`src/rtl/cgep_pkg.sv`:
```
// Shared types and constants for the grid exit walk counter.
// Used by the front, back, top level and checker; depends on nothing.
package cgep_pkg;

	localparam logic [29:0] WALK_MOD = 30'd1000000007;
	localparam int IDX_W = 8;

	localparam logic [1:0] REG_GRID_ROWS = 2'd0;
	localparam logic [1:0] REG_GRID_COLS = 2'd1;

	typedef struct packed {
		logic [7:0] max_moves;
		logic [5:0] start_row;
		logic [5:0] start_col;
	} req_t;

	typedef struct packed {
		logic [29:0] path_count;
		logic        start_error;
	} res_t;

	// One classified request as it waits between front and back.
	typedef struct packed {
		logic [7:0]       max_moves;
		logic [5:0]       start_row;
		logic [5:0]       start_col;
		logic [IDX_W-1:0] row_last;
		logic [IDX_W-1:0] col_last;
		logic             start_error;
	} job_t;

	function automatic logic [29:0] mod_add(input logic [29:0] a, input logic [29:0] b);
		logic [30:0] s;
		s = {1'b0, a} + {1'b0, b};
		if (s >= {1'b0, WALK_MOD})
			s = s - {1'b0, WALK_MOD};
		return s[29:0];
	endfunction

endpackage

```
`src/rtl/cgep_front.sv`:
```
// Front end: configuration registers, request transfer, start cell check and
// a two-entry job queue toward the back end. Depends on cgep_pkg.
module cgep_front import cgep_pkg::*; #(
	parameter int MAX_ROWS = 64,
	parameter int MAX_COLS = 64
) (
	input  logic       clk,
	input  logic       arst_n,
	input  logic       start,
	output logic       busy,
	input  req_t       req,
	input  logic       cfg_valid,
	output logic       cfg_ready,
	input  logic [1:0] cfg_index,
	input  logic [6:0] cfg_data,
	output logic       job_valid,
	output job_t       job,
	input  logic       job_pop
);

	logic [6:0] rows_q, cols_q;
	logic [8:0] rows9, cols9;
	logic [IDX_W-1:0] row_last, col_last;
	job_t in_job;
	job_t fifo_q [2];
	logic wr_ptr_q, rd_ptr_q;
	logic [1:0] count_q;
	logic push;

	assign cfg_ready = 1'b1;

	always_ff @(posedge clk or negedge arst_n) begin
		if (!arst_n) begin
			rows_q <= 7'd1;
			cols_q <= 7'd1;
		end else if (cfg_valid && cfg_ready) begin
			case (cfg_index)
				REG_GRID_ROWS: rows_q <= cfg_data;
				REG_GRID_COLS: cols_q <= cfg_data;
				default: ;
			endcase
		end
	end

	// A zero size counts as one; a size above the store counts as the store size.
	always_comb begin
		rows9 = {2'b00, rows_q};
		cols9 = {2'b00, cols_q};
		if (rows_q == 7'd0)
			row_last = '0;
		else if (rows9 > 9'(MAX_ROWS))
			row_last = IDX_W'(MAX_ROWS - 1);
		else
			row_last = IDX_W'(rows9 - 9'd1);
		if (cols_q == 7'd0)
			col_last = '0;
		else if (cols9 > 9'(MAX_COLS))
			col_last = IDX_W'(MAX_COLS - 1);
		else
			col_last = IDX_W'(cols9 - 9'd1);
		in_job.max_moves   = req.max_moves;
		in_job.start_row   = req.start_row;
		in_job.start_col   = req.start_col;
		in_job.row_last    = row_last;
		in_job.col_last    = col_last;
		in_job.start_error = (IDX_W'(req.start_row) > row_last) ||
			(IDX_W'(req.start_col) > col_last);
	end

	assign busy = (count_q == 2'd2);
	assign push = start && !busy;
	assign job_valid = (count_q != 2'd0);
	assign job = fifo_q[rd_ptr_q];

	always_ff @(posedge clk) begin
		if (push)
			fifo_q[wr_ptr_q] <= in_job;
	end

	always_ff @(posedge clk or negedge arst_n) begin
		if (!arst_n) begin
			wr_ptr_q <= 1'b0;
			rd_ptr_q <= 1'b0;
			count_q  <= 2'd0;
		end else begin
			if (push)
				wr_ptr_q <= !wr_ptr_q;
			if (job_pop)
				rd_ptr_q <= !rd_ptr_q;
			count_q <= count_q + 2'(push) - 2'(job_pop);
		end
	end

endmodule

```
`config.mk`:
```
export PLATFORM = sky130hd
export DESIGN_NAME = cgep_front
export DESIGN_NICKNAME = d
export VERILOG_FILES = /design/src/rtl/cgep_pkg.sv /design/src/rtl/cgep_front.sv
export SDC_FILE = /design/constraint.sdc
export NUM_CORES = 1
export LEC_CHECK = 0
export ABC_AREA = 1
export BUFFER_PORTS_ARGS = -buffer_cell sky130_fd_sc_hd__buf_2
export CORE_MARGIN = 4
export CORE_UTILIZATION = 47
export CTS_CLUSTER_DIAMETER = 40
export DETAILED_ROUTE_END_ITERATION = 7
export PLACE_DENSITY = 0.72
export SYNTH_ARGS = -nofsm -noshare
export SYNTH_HDL_FRONTEND = slang
export SYNTH_SLANG_ARGS = --single-unit
```
`constraint.sdc`:
```
create_clock -name clk -period 2.75 [get_ports clk]
set_clock_uncertainty 0.2 [all_clocks]
set_input_delay 0.275 -clock clk [delete_from_list [all_inputs] [get_ports clk]]
set_output_delay 0.275 -clock clk [all_outputs]
set_load 0.005 [all_outputs]
```
After elaboration in Yosys (flattened, before gate mapping)
Memories as Yosys holds them, arrays and structs flattened.
Cells that the tools add are included.
- logic and storage cells: 33
- memories kept: 1
- bits of input ports: 34
- output and inout bits: 40
- RAM bits: 74
- register bits: 18
- reduce and logical (&&, ||, !) cells: 11
- equality and inequality tests: 2
- order comparisons: 4
- $add $sub $neg: 4
- mux-type cells: 6
- memory list (memory ; words ; bits a word ; rd ports ; clocked after memory_dff ; write ports ; line ; text):
    fifo_q ; 2 ; 37 ; 1 ; 0 ; 1 ; cgep_front.sv:25 ; job_t fifo_q [2];
- operators by type and width (kind ; number):
    $mux W8 ; 4
    $gt A6 B8 Y1 ; 2
    $sub A7 B1 Y8 const B ; 2
    $gt A7 B7 Y1 const B ; 2
    $logic_not A7 Y1 ; 2
    $reduce_and A2 Y1 ; 2
    $logic_not A1 Y1 ; 3
    $add A2 B1 Y2 ; 1
    $eq A2 B1 Y1 const B ; 1
    $eq A2 B2 Y1 const B ; 1
    $logic_not A2 Y1 ; 1
    $mux W1 ; 2
    $reduce_bool A2 Y1 ; 1
    $sub A2 B1 Y2 ; 1
    $logic_and A1 B1 Y1 ; 1
    $logic_or A1 B1 Y1 ; 1

Depth between registers and ports, before layout
Gate-level depths: netlist of the first run.
- depth after elaboration: 5
- mapped depth: 16
- depth with buffers taken out: 16

Worst setup path after synthesis of the first run
Ideal clock, no wire load.
- path type: flip-flop to flip-flop
- start point: register count_q[1]
- end point: memory fifo_q[0][0] in the netlist's numbering, enable pin
- library setup time: 0.431 ns
- required time: 2.119 ns
- arrival: 2.112 ns
- cell stages (with the launch flop): 4
- path buffers: 0
- period minus slack after synthesis: 2.743 ns
- slack: 0.007 ns
- cells stage by stage: dfrtp_1 > inv_1 > o21ai_2 > nor2_1
- word-level cells in the longest chain between the ends: 5
- RTL lines (what ; line ; text):
    start, declared ; cgep_front.sv:27 ; logic [1:0] count_q;
    start signal, assigned ; cgep_front.sv:90 ; count_q <= count_q + 2'(push) - 2'(job_pop);
    $eq A2 B2 Y1 ; cgep_front.sv:70 ; assign busy = (count_q == 2'd2);
    $logic_not A1 Y1 ; cgep_front.sv:71 ; assign push = start && !busy;
    $logic_and A1 B1 Y1 ; cgep_front.sv:71 ;
    $mux W1 ; cgep_front.sv:76 ; if (push)
    $mux W1 (not written as such) ; cgep_front.sv:77 ; fifo_q[wr_ptr_q] <= in_job;
    end, declared ; cgep_front.sv:25 ;
Every way passes these cells.

==> impl_results.md, run 1 <==
* Hold Worst Slack at 0.00176 ns
* # setup viols final at 0
* Startpoint Class: register
* Average size of a mapped cell at 12.7 µm²
* Total gr overflow at 0
* GP Congestion at 0.836
* First-pass GRT wire length at 12700 µm
* CTS clk-pin slew, worst paths at 0.09 ns
* Ys async rst share at 19.6%
* Max-slew violations at 0
* Drc violations at 0
* Net count, final at 495
* Max rail drop VDD at 0.417 mV
* Kind of critical path: register to register
* Worst Path Arrival at 2.54 ns
* Post-Syn Instances at 335
* GRT Overall Usage at 15.6%
* Clock buffer depth at 2
* Warnings from Yosys at 0
* Clock sink total at 92
* Largest net degree at the start of global routing at 39
* # IOs at 74
* Post-DP HPWL at 5350 µm
* Slew headroom at 41.1%
* CP Capture Type: register
* Htree depth at 3
* Crit share post-route at 96.0%
* Most frequent cell after synthesis: edfxtp_1
* Clk Latency, worst-skew pair at 0.36 ns
* Post-Route WL at 7980 µm
* TritonCTS Buffers at 9
* Final min period at 2.64 ns
* CP required at 2.65 ns
* Synth cell types at 33
* Iter 0 DRT Violations at 67
* Core Rows at 34
* Post-Syn Nets at 387
* Via density at 4.88
* Most frequent CP cell: nor2_1
* Worst slew pin tran at 0.884 ns
* Lkg Pwr at 2.28 nW
* Antenna violations before repair at 0
* Synthesis-to-finish area growth at 24.7%
* Leading area contributor after synthesis: edfxtp_1
* Initial Utilization at 48.6%
* Max_cap viols at 0
* Vias in the first global route at 2705
* DIE AREA at 10700 µm²
* Share of post-route cells with drive strength above 1 at 37.1%
* ANT nets after route at 0
* Power Density at 864 nW/µm²
* Chip width at 103 µm
* Critical path's slowest cell: dfstp_2
* Post-synth EDFFs at 74
* DR WL/cell at 14.3 µm
* TritonRoute pass-1 iters at 4
* Register area share after synthesis at 62.8%
* Synth Register Bits at 92
* Slowest stage delay, CP at 0.55 ns
* Fmax at 379 MHz
* Crit-path cells: inv_1, ha_2, nand2_1, nor2_1, xnor2_2, a21oi_4, inv_1, ha_1, nand2_2, nor2_1, nand2_1, inv_1, nor2_1, nor2_1, nand3_1, nand2_1
* CP max FO at 3
* Main area contributors after synthesis: edfxtp_1 (52%), mux2_2 (9.8%), dfrtp_1 (9.4%)
* Top cells by count, synth: edfxtp_1 (74), nand2_1 (51), inv_1 (45), mux2_2 (37), ha_1 (18)
* CTS tree: yes
* Diodes inserted at 0
* Root buffer cell: clkbuf_8
* Synth Flop Type: edfxtp_1
* Port bufs at 72
* Final hold vios at 0
* Vias at 2713
* Die Ht at 103 µm
* Synth top area share at 52.1%
* Core ar. at 8760 µm²
* Mapped Area at 4260 µm²
* Outcome: finished clean
* Tot Pwr at 4.59 mW
* Hold Path Class: input port to register
==> stage by stage <==
| stage | std cells | util [%] | worst slack (ns) | cell area, µm² | setup TNS, ns |
|---|---|---|---|---|---|
| floorplan | 335 | - | 0.00729 | 4260 | 0 |
| global placement | 511 | 54.3 | 0.209 | 4760 | 0 |
| detailed placement | 511 | 54.3 | 0.110 | 4760 | 0 |
| CTS | 555 | 59.7 | 0.0904 | 5230 | 0 |
| global route | 556 | 60.6 | -0.0446 | 5310 | -0.0893 |
| finish | 556 | 60.6 | 0.111 | 5310 | 0 |
==> cell usage in the layout, fill, tap and decap left out, drive strengths merged, types with 6 or more instances in the layout <==
cell type     n
a21oi         6
buf          76
clkbuf       10
dfrtp        16
dlygate4sd3  28
edfxtp       74
ha           18
inv          49
mux2         37
nand2        54
nand3        14
nor2         16
o21ai        20
==> power breakdown <==
part / total (mW) / internal, mW / switching, mW
clock: 0.883 / 0.420 / 0.463
combinational: 1.54 / 0.761 / 0.774
sequential: 2.17 / 1.93 / 0.236
==> critical path, delay by kind of cell (launching register included) <==
kind / cells / cell delay [ns]
xor+xnor: 1 / 0.17
compound gates: 1 / 0.19
buf+inv: 3 / 0.17
fa+ha+maj: 2 / 0.48
simple gates: 9 / 0.60
flops: 1 / 0.55
==> worst paths after layout <==
path,from,endpoint,slack [ns],cells past startpoint
worst max-delay path,rows_q[0],fifo_q[1][0],0.11,16
worst min-delay path,cfg_data[1],cols_q[1],0.002,3
worst max register to register,rows_q[0],fifo_q[1][0],0.11,16
worst min register to register,cols_q[0],cols_q[0],0.34,2
max in group asynchronous,arst_n,cols_q[0],1.87,2
min in group asynchronous,arst_n,rows_q[1],0.16,2
==> sequential cells by signal, summed over array words and instances, names as in the netlist <==
signal,count
rows_q,7
cols_q,7
fifo_q,74
wr_ptr_q,1
count_q,2
rd_ptr_q,1
==> kinds of logic after synthesis <==
logic type      count (synthesis)  share of synthesized area (%)
simple gates                   95                           11.1
flops                          92                           62.8
buf+inv                        56                           5.25
mux                            37                           9.77
compound gates                 26                           3.67
fa+ha+maj                      18                           5.28
xor+xnor                       10                           2.05
other cells                     1                         0.0880
==> layer usage <==
metal,GRT usage (%),share of wire [%]
met3,3.15,4.1
met5,0,0
met1,18.9,43
met2,26.8,51
met4,7.37,2.0
==> repair_timing <==
item                                   in CTS  in global routing
setup endpoints to repair                   0                  2
resized for setup                           0                 13
setup buffers                               0                  1
endpoints found under the hold margin      68                  0
hold buffers                               28                  0
==> final cells by class <==
type | instances | area, µm²
Fill cell | 721 | 3450
Sequential cell | 92 | 2680
Multi-Input combinational cell | 187 | 1460
Timing Repair Buffer | 104 | 671
Inverter | 49 | 184
Tap cell | 108 | 135
Clock buffer | 10 | 128
Clock inverter | 6 | 65.1
No activity file was read; power rests on OpenSTA's default activity.
==> inputs of run 2 (changes only) <==
==> constraint.sdc (replaced) <==
create_clock -name clk -period 2.75 [get_ports clk]
set_clock_uncertainty 0.2 [all_clocks]
set_input_delay 0.4125 -clock clk [delete_from_list [all_inputs] [get_ports clk]]
set_output_delay 0.4125 -clock clk [all_outputs]
set_load 0.005 [all_outputs]
==> impl_results.md, run 2 (synthesis results as in run 1) <==
* Share of post-route cells with drive strength above 1 at 39.6% (+2.5 points)
* Startpoint Class: register
* Diodes inserted at 0 (unchanged)
* Clk Latency, worst-skew pair at 0.35 ns (about the same)
* Via density at 4.97 (+1.9%)
* CP max FO at 4 (+1)
* Net count, final at 469 (-5.3%)
* Post-Route WL at 7630 µm (-4.4%)
* CP required at 2.65 ns (about the same)
* Setup TNS at 0 ns (unchanged)
* Lkg Pwr at 2.20 nW (-3.4%)
* Busiest layer in global routing: met2
* Top reg by flops: fifo_q
* Clock buffer depth at 2 (unchanged)
* Final worst slack at 0.179 ns (+0.0676 ns)
* Clock sink total at 92 (unchanged)
* Final min period at 2.57 ns (-0.0676 ns)
* Max-slew violations at 0 (unchanged)
* RSZ-0062 raised after global routing: false
* Worst Setup EP: fifo_q[0][0]
* Core ar. at 8760 µm² (unchanged)
* Top flop regs: fifo_q x74, cols_q x7, rows_q x7
* # fillers at 716 (-0.69%)
* Die Ht at 103 µm (unchanged)
* Hold Path Class: input port to register
* Synthesis-to-finish area growth at 19.5%
* First-pass GRT wire length at 12500 µm (-1.4%)
* Worst slew pin tran at 0.544 ns (-0.340 ns)
* Fmax at 389 MHz (+2.6%)
* CP Launch Point: cols_q[0]
* TritonCTS Buffers at 9 (unchanged)
* Tot Pwr at 4.85 mW (+5.6%)
* Chip width at 103 µm (unchanged)
* Root buffer cell: clkbuf_8
* TritonRoute pass-1 iters at 4 (unchanged)
* Clock Power Share at 24.3% (+5.1 points)
* Port bufs at 72 (unchanged)
* Met3 Usage GRT at 2.68% (-0.47 points)
* Kind of critical path: register to register
* # IOs at 74 (unchanged)
* Pre-CTS WS at 0.104 ns (-0.00569 ns)
* Sw Pwr at 1.46 mW (-0.62%)
* Max rail drop VDD at 0.411 mV (-1.5%)
* CP Capture Type: register
* Final hold vios at 0 (unchanged)
* CTS tree: yes
* Outcome: finished clean
* Multi-input gate area at 1410 µm² (-3.2%)
* Grt met2 use at 25.8% (-0.99 points)
* GRT Overall Usage at 15.3% (-0.30 points)
* Slew headroom at 63.8% (+23 points)
* Max reg flops at 74 (unchanged)
* FF-to-FF End: fifo_q[0][0]
* Sequential share of power at 43.9% (-3.4 points)
* # setup viols final at 0 (unchanged)
* Sw Ratio at 30.2% (-1.9 points)
* Post-DP HPWL at 5460 µm (+2.0%)
* Drc violations at 0 (unchanged)
* Iter 0 DRT Violations at 53 (-21%)
* Vias in the first global route at 2661 (-1.6%)
* Worst Path Arrival at 2.47 ns (-0.07 ns)
* Worst R2R Start: cols_q[0]
* Max_cap viols at 0 (unchanged)
* DR WL/cell at 14.4 µm (+0.33%)
* Initial Utilization at 48.6% (unchanged)
* ANT nets after route at 0 (unchanged)
* Total gr overflow at 0 (unchanged)
* Slack of the worst reg-to-reg path at 0.18 ns (+0.07 ns)
* Reg area at 2680 µm² (unchanged)
* Antenna violations before repair at 0 (unchanged)
* GP Congestion at 0.800 (-4.3%)
* Met1 global-route usage at 19.3% (+0.43 points)
* Vias at 2634 (-2.9%)
* Crit share post-route at 93.5% (-2.5 points)
* Pint at 3.38 mW (+8.5%)
* Largest net degree at the start of global routing at 38 (-2.6%)
* CTS clk-pin slew, worst paths at 0.09 ns (about the same)
* Most common cell after layout, fill and taps aside: edfxtp_1
* DIE AREA at 10700 µm² (unchanged)
* Logic pwr share at 31.9% (-1.6 points)
* Power Density at 952 nW/µm² (+10%)
* R2R depth at 15 (-1)
* Most frequent cells in the layout: edfxtp_1 (74), buf_2 (72), nand2_1 (49), inv_1 (44), mux2_2 (37)
* Htree depth at 3 (unchanged)
* Core Rows at 34 (unchanged)
==> run 2: cell count changes in the layout (fill, tap and decap cells not counted), sizes merged <==
cell	change
clkbuf	-1
clkinv	-4
bufinv	+3
inv	+2
dlygate4sd3	-27
buf	+1
==> run 2: critical path: stages, from the launching register on <==
cell and delay [ns]:
dfstp_2 0.59, inv_1 0.07, ha_1 0.25, nand2_1 0.10
xor2_1 0.25, a21oi_4 0.10, inv_1 0.07, ha_1 0.21
nand2_1 0.08, nor2_1 0.06, nand2_1 0.06, nand3_1 0.06
nand2_1 0.06, inv_1 0.04, nand3_1 0.07, nand2_2 0.06
==> run 2: power groups by stage <==
stage                     Combinational (mW)  Sequential [mW]  Clock, mW
after floorplan                         1.05             2.07          0
after global placement                  1.51             2.15          0
after detailed placement                1.54             2.17          0
after CTS                               1.55             2.14       1.20
after global routing                    1.74             2.17       1.26
final                                   1.54             2.13       1.18
==> run 2: repair_timing <==
action	CTS	global route
resized for setup	0	8
hold buffers	1	0
endpoints found under the setup margin	0	2
setup buffers	0	1
endpoints found under the hold margin	16	0
==> run 2: area by class of cell <==
cell class	instances	area share, %
clock buffers	9	2.43
clock inverters	7	2.85
inverters	49	3.61
multi-input cells	187	27.7
flip-flops and latches	92	52.5
well taps	108	2.65
repair buffers	78	8.25
==> run 2: worst min path at each step <==
| stage | from | to | slack, ns | cells after the start |
|---|---|---|---|---|
| finish | req[16] | fifo_q[1][33] | 0.05 | 1 |
| CTS | req[16] | fifo_q[1][33] | 0.02 | 1 |
| global route | req[16] | fifo_q[1][33] | 0.03 | 1 |
| detailed placement | arst_n | rows_q[2] | 0.17 | 1 |
| global placement | arst_n | rows_q[2] | 0.16 | 1 |
| floorplan | arst_n | cols_q[1] | -0.08 | 0 |
==> run 2: stage by stage <==
stage	hold WS (ns)	std cells	util (%)	cell area [µm²]
floorplan	-0.0831	335	-	4260
global placement	0.161	512	54.5	4780
detailed placement	0.165	512	54.5	4780
CTS	0.0233	529	57.7	5060
global route	0.0305	530	58.1	5090
finish	0.0470	530	58.1	5090
==> run 2: metal layers <==
layer | vias to the layer above | share of wire [%]
li1 | 1310 | -
met1 | 1259 | 43
met2 | 52 | 51
met3 | 13 | 4.4
met4 | 0 | 2.0
met5 | - | 0
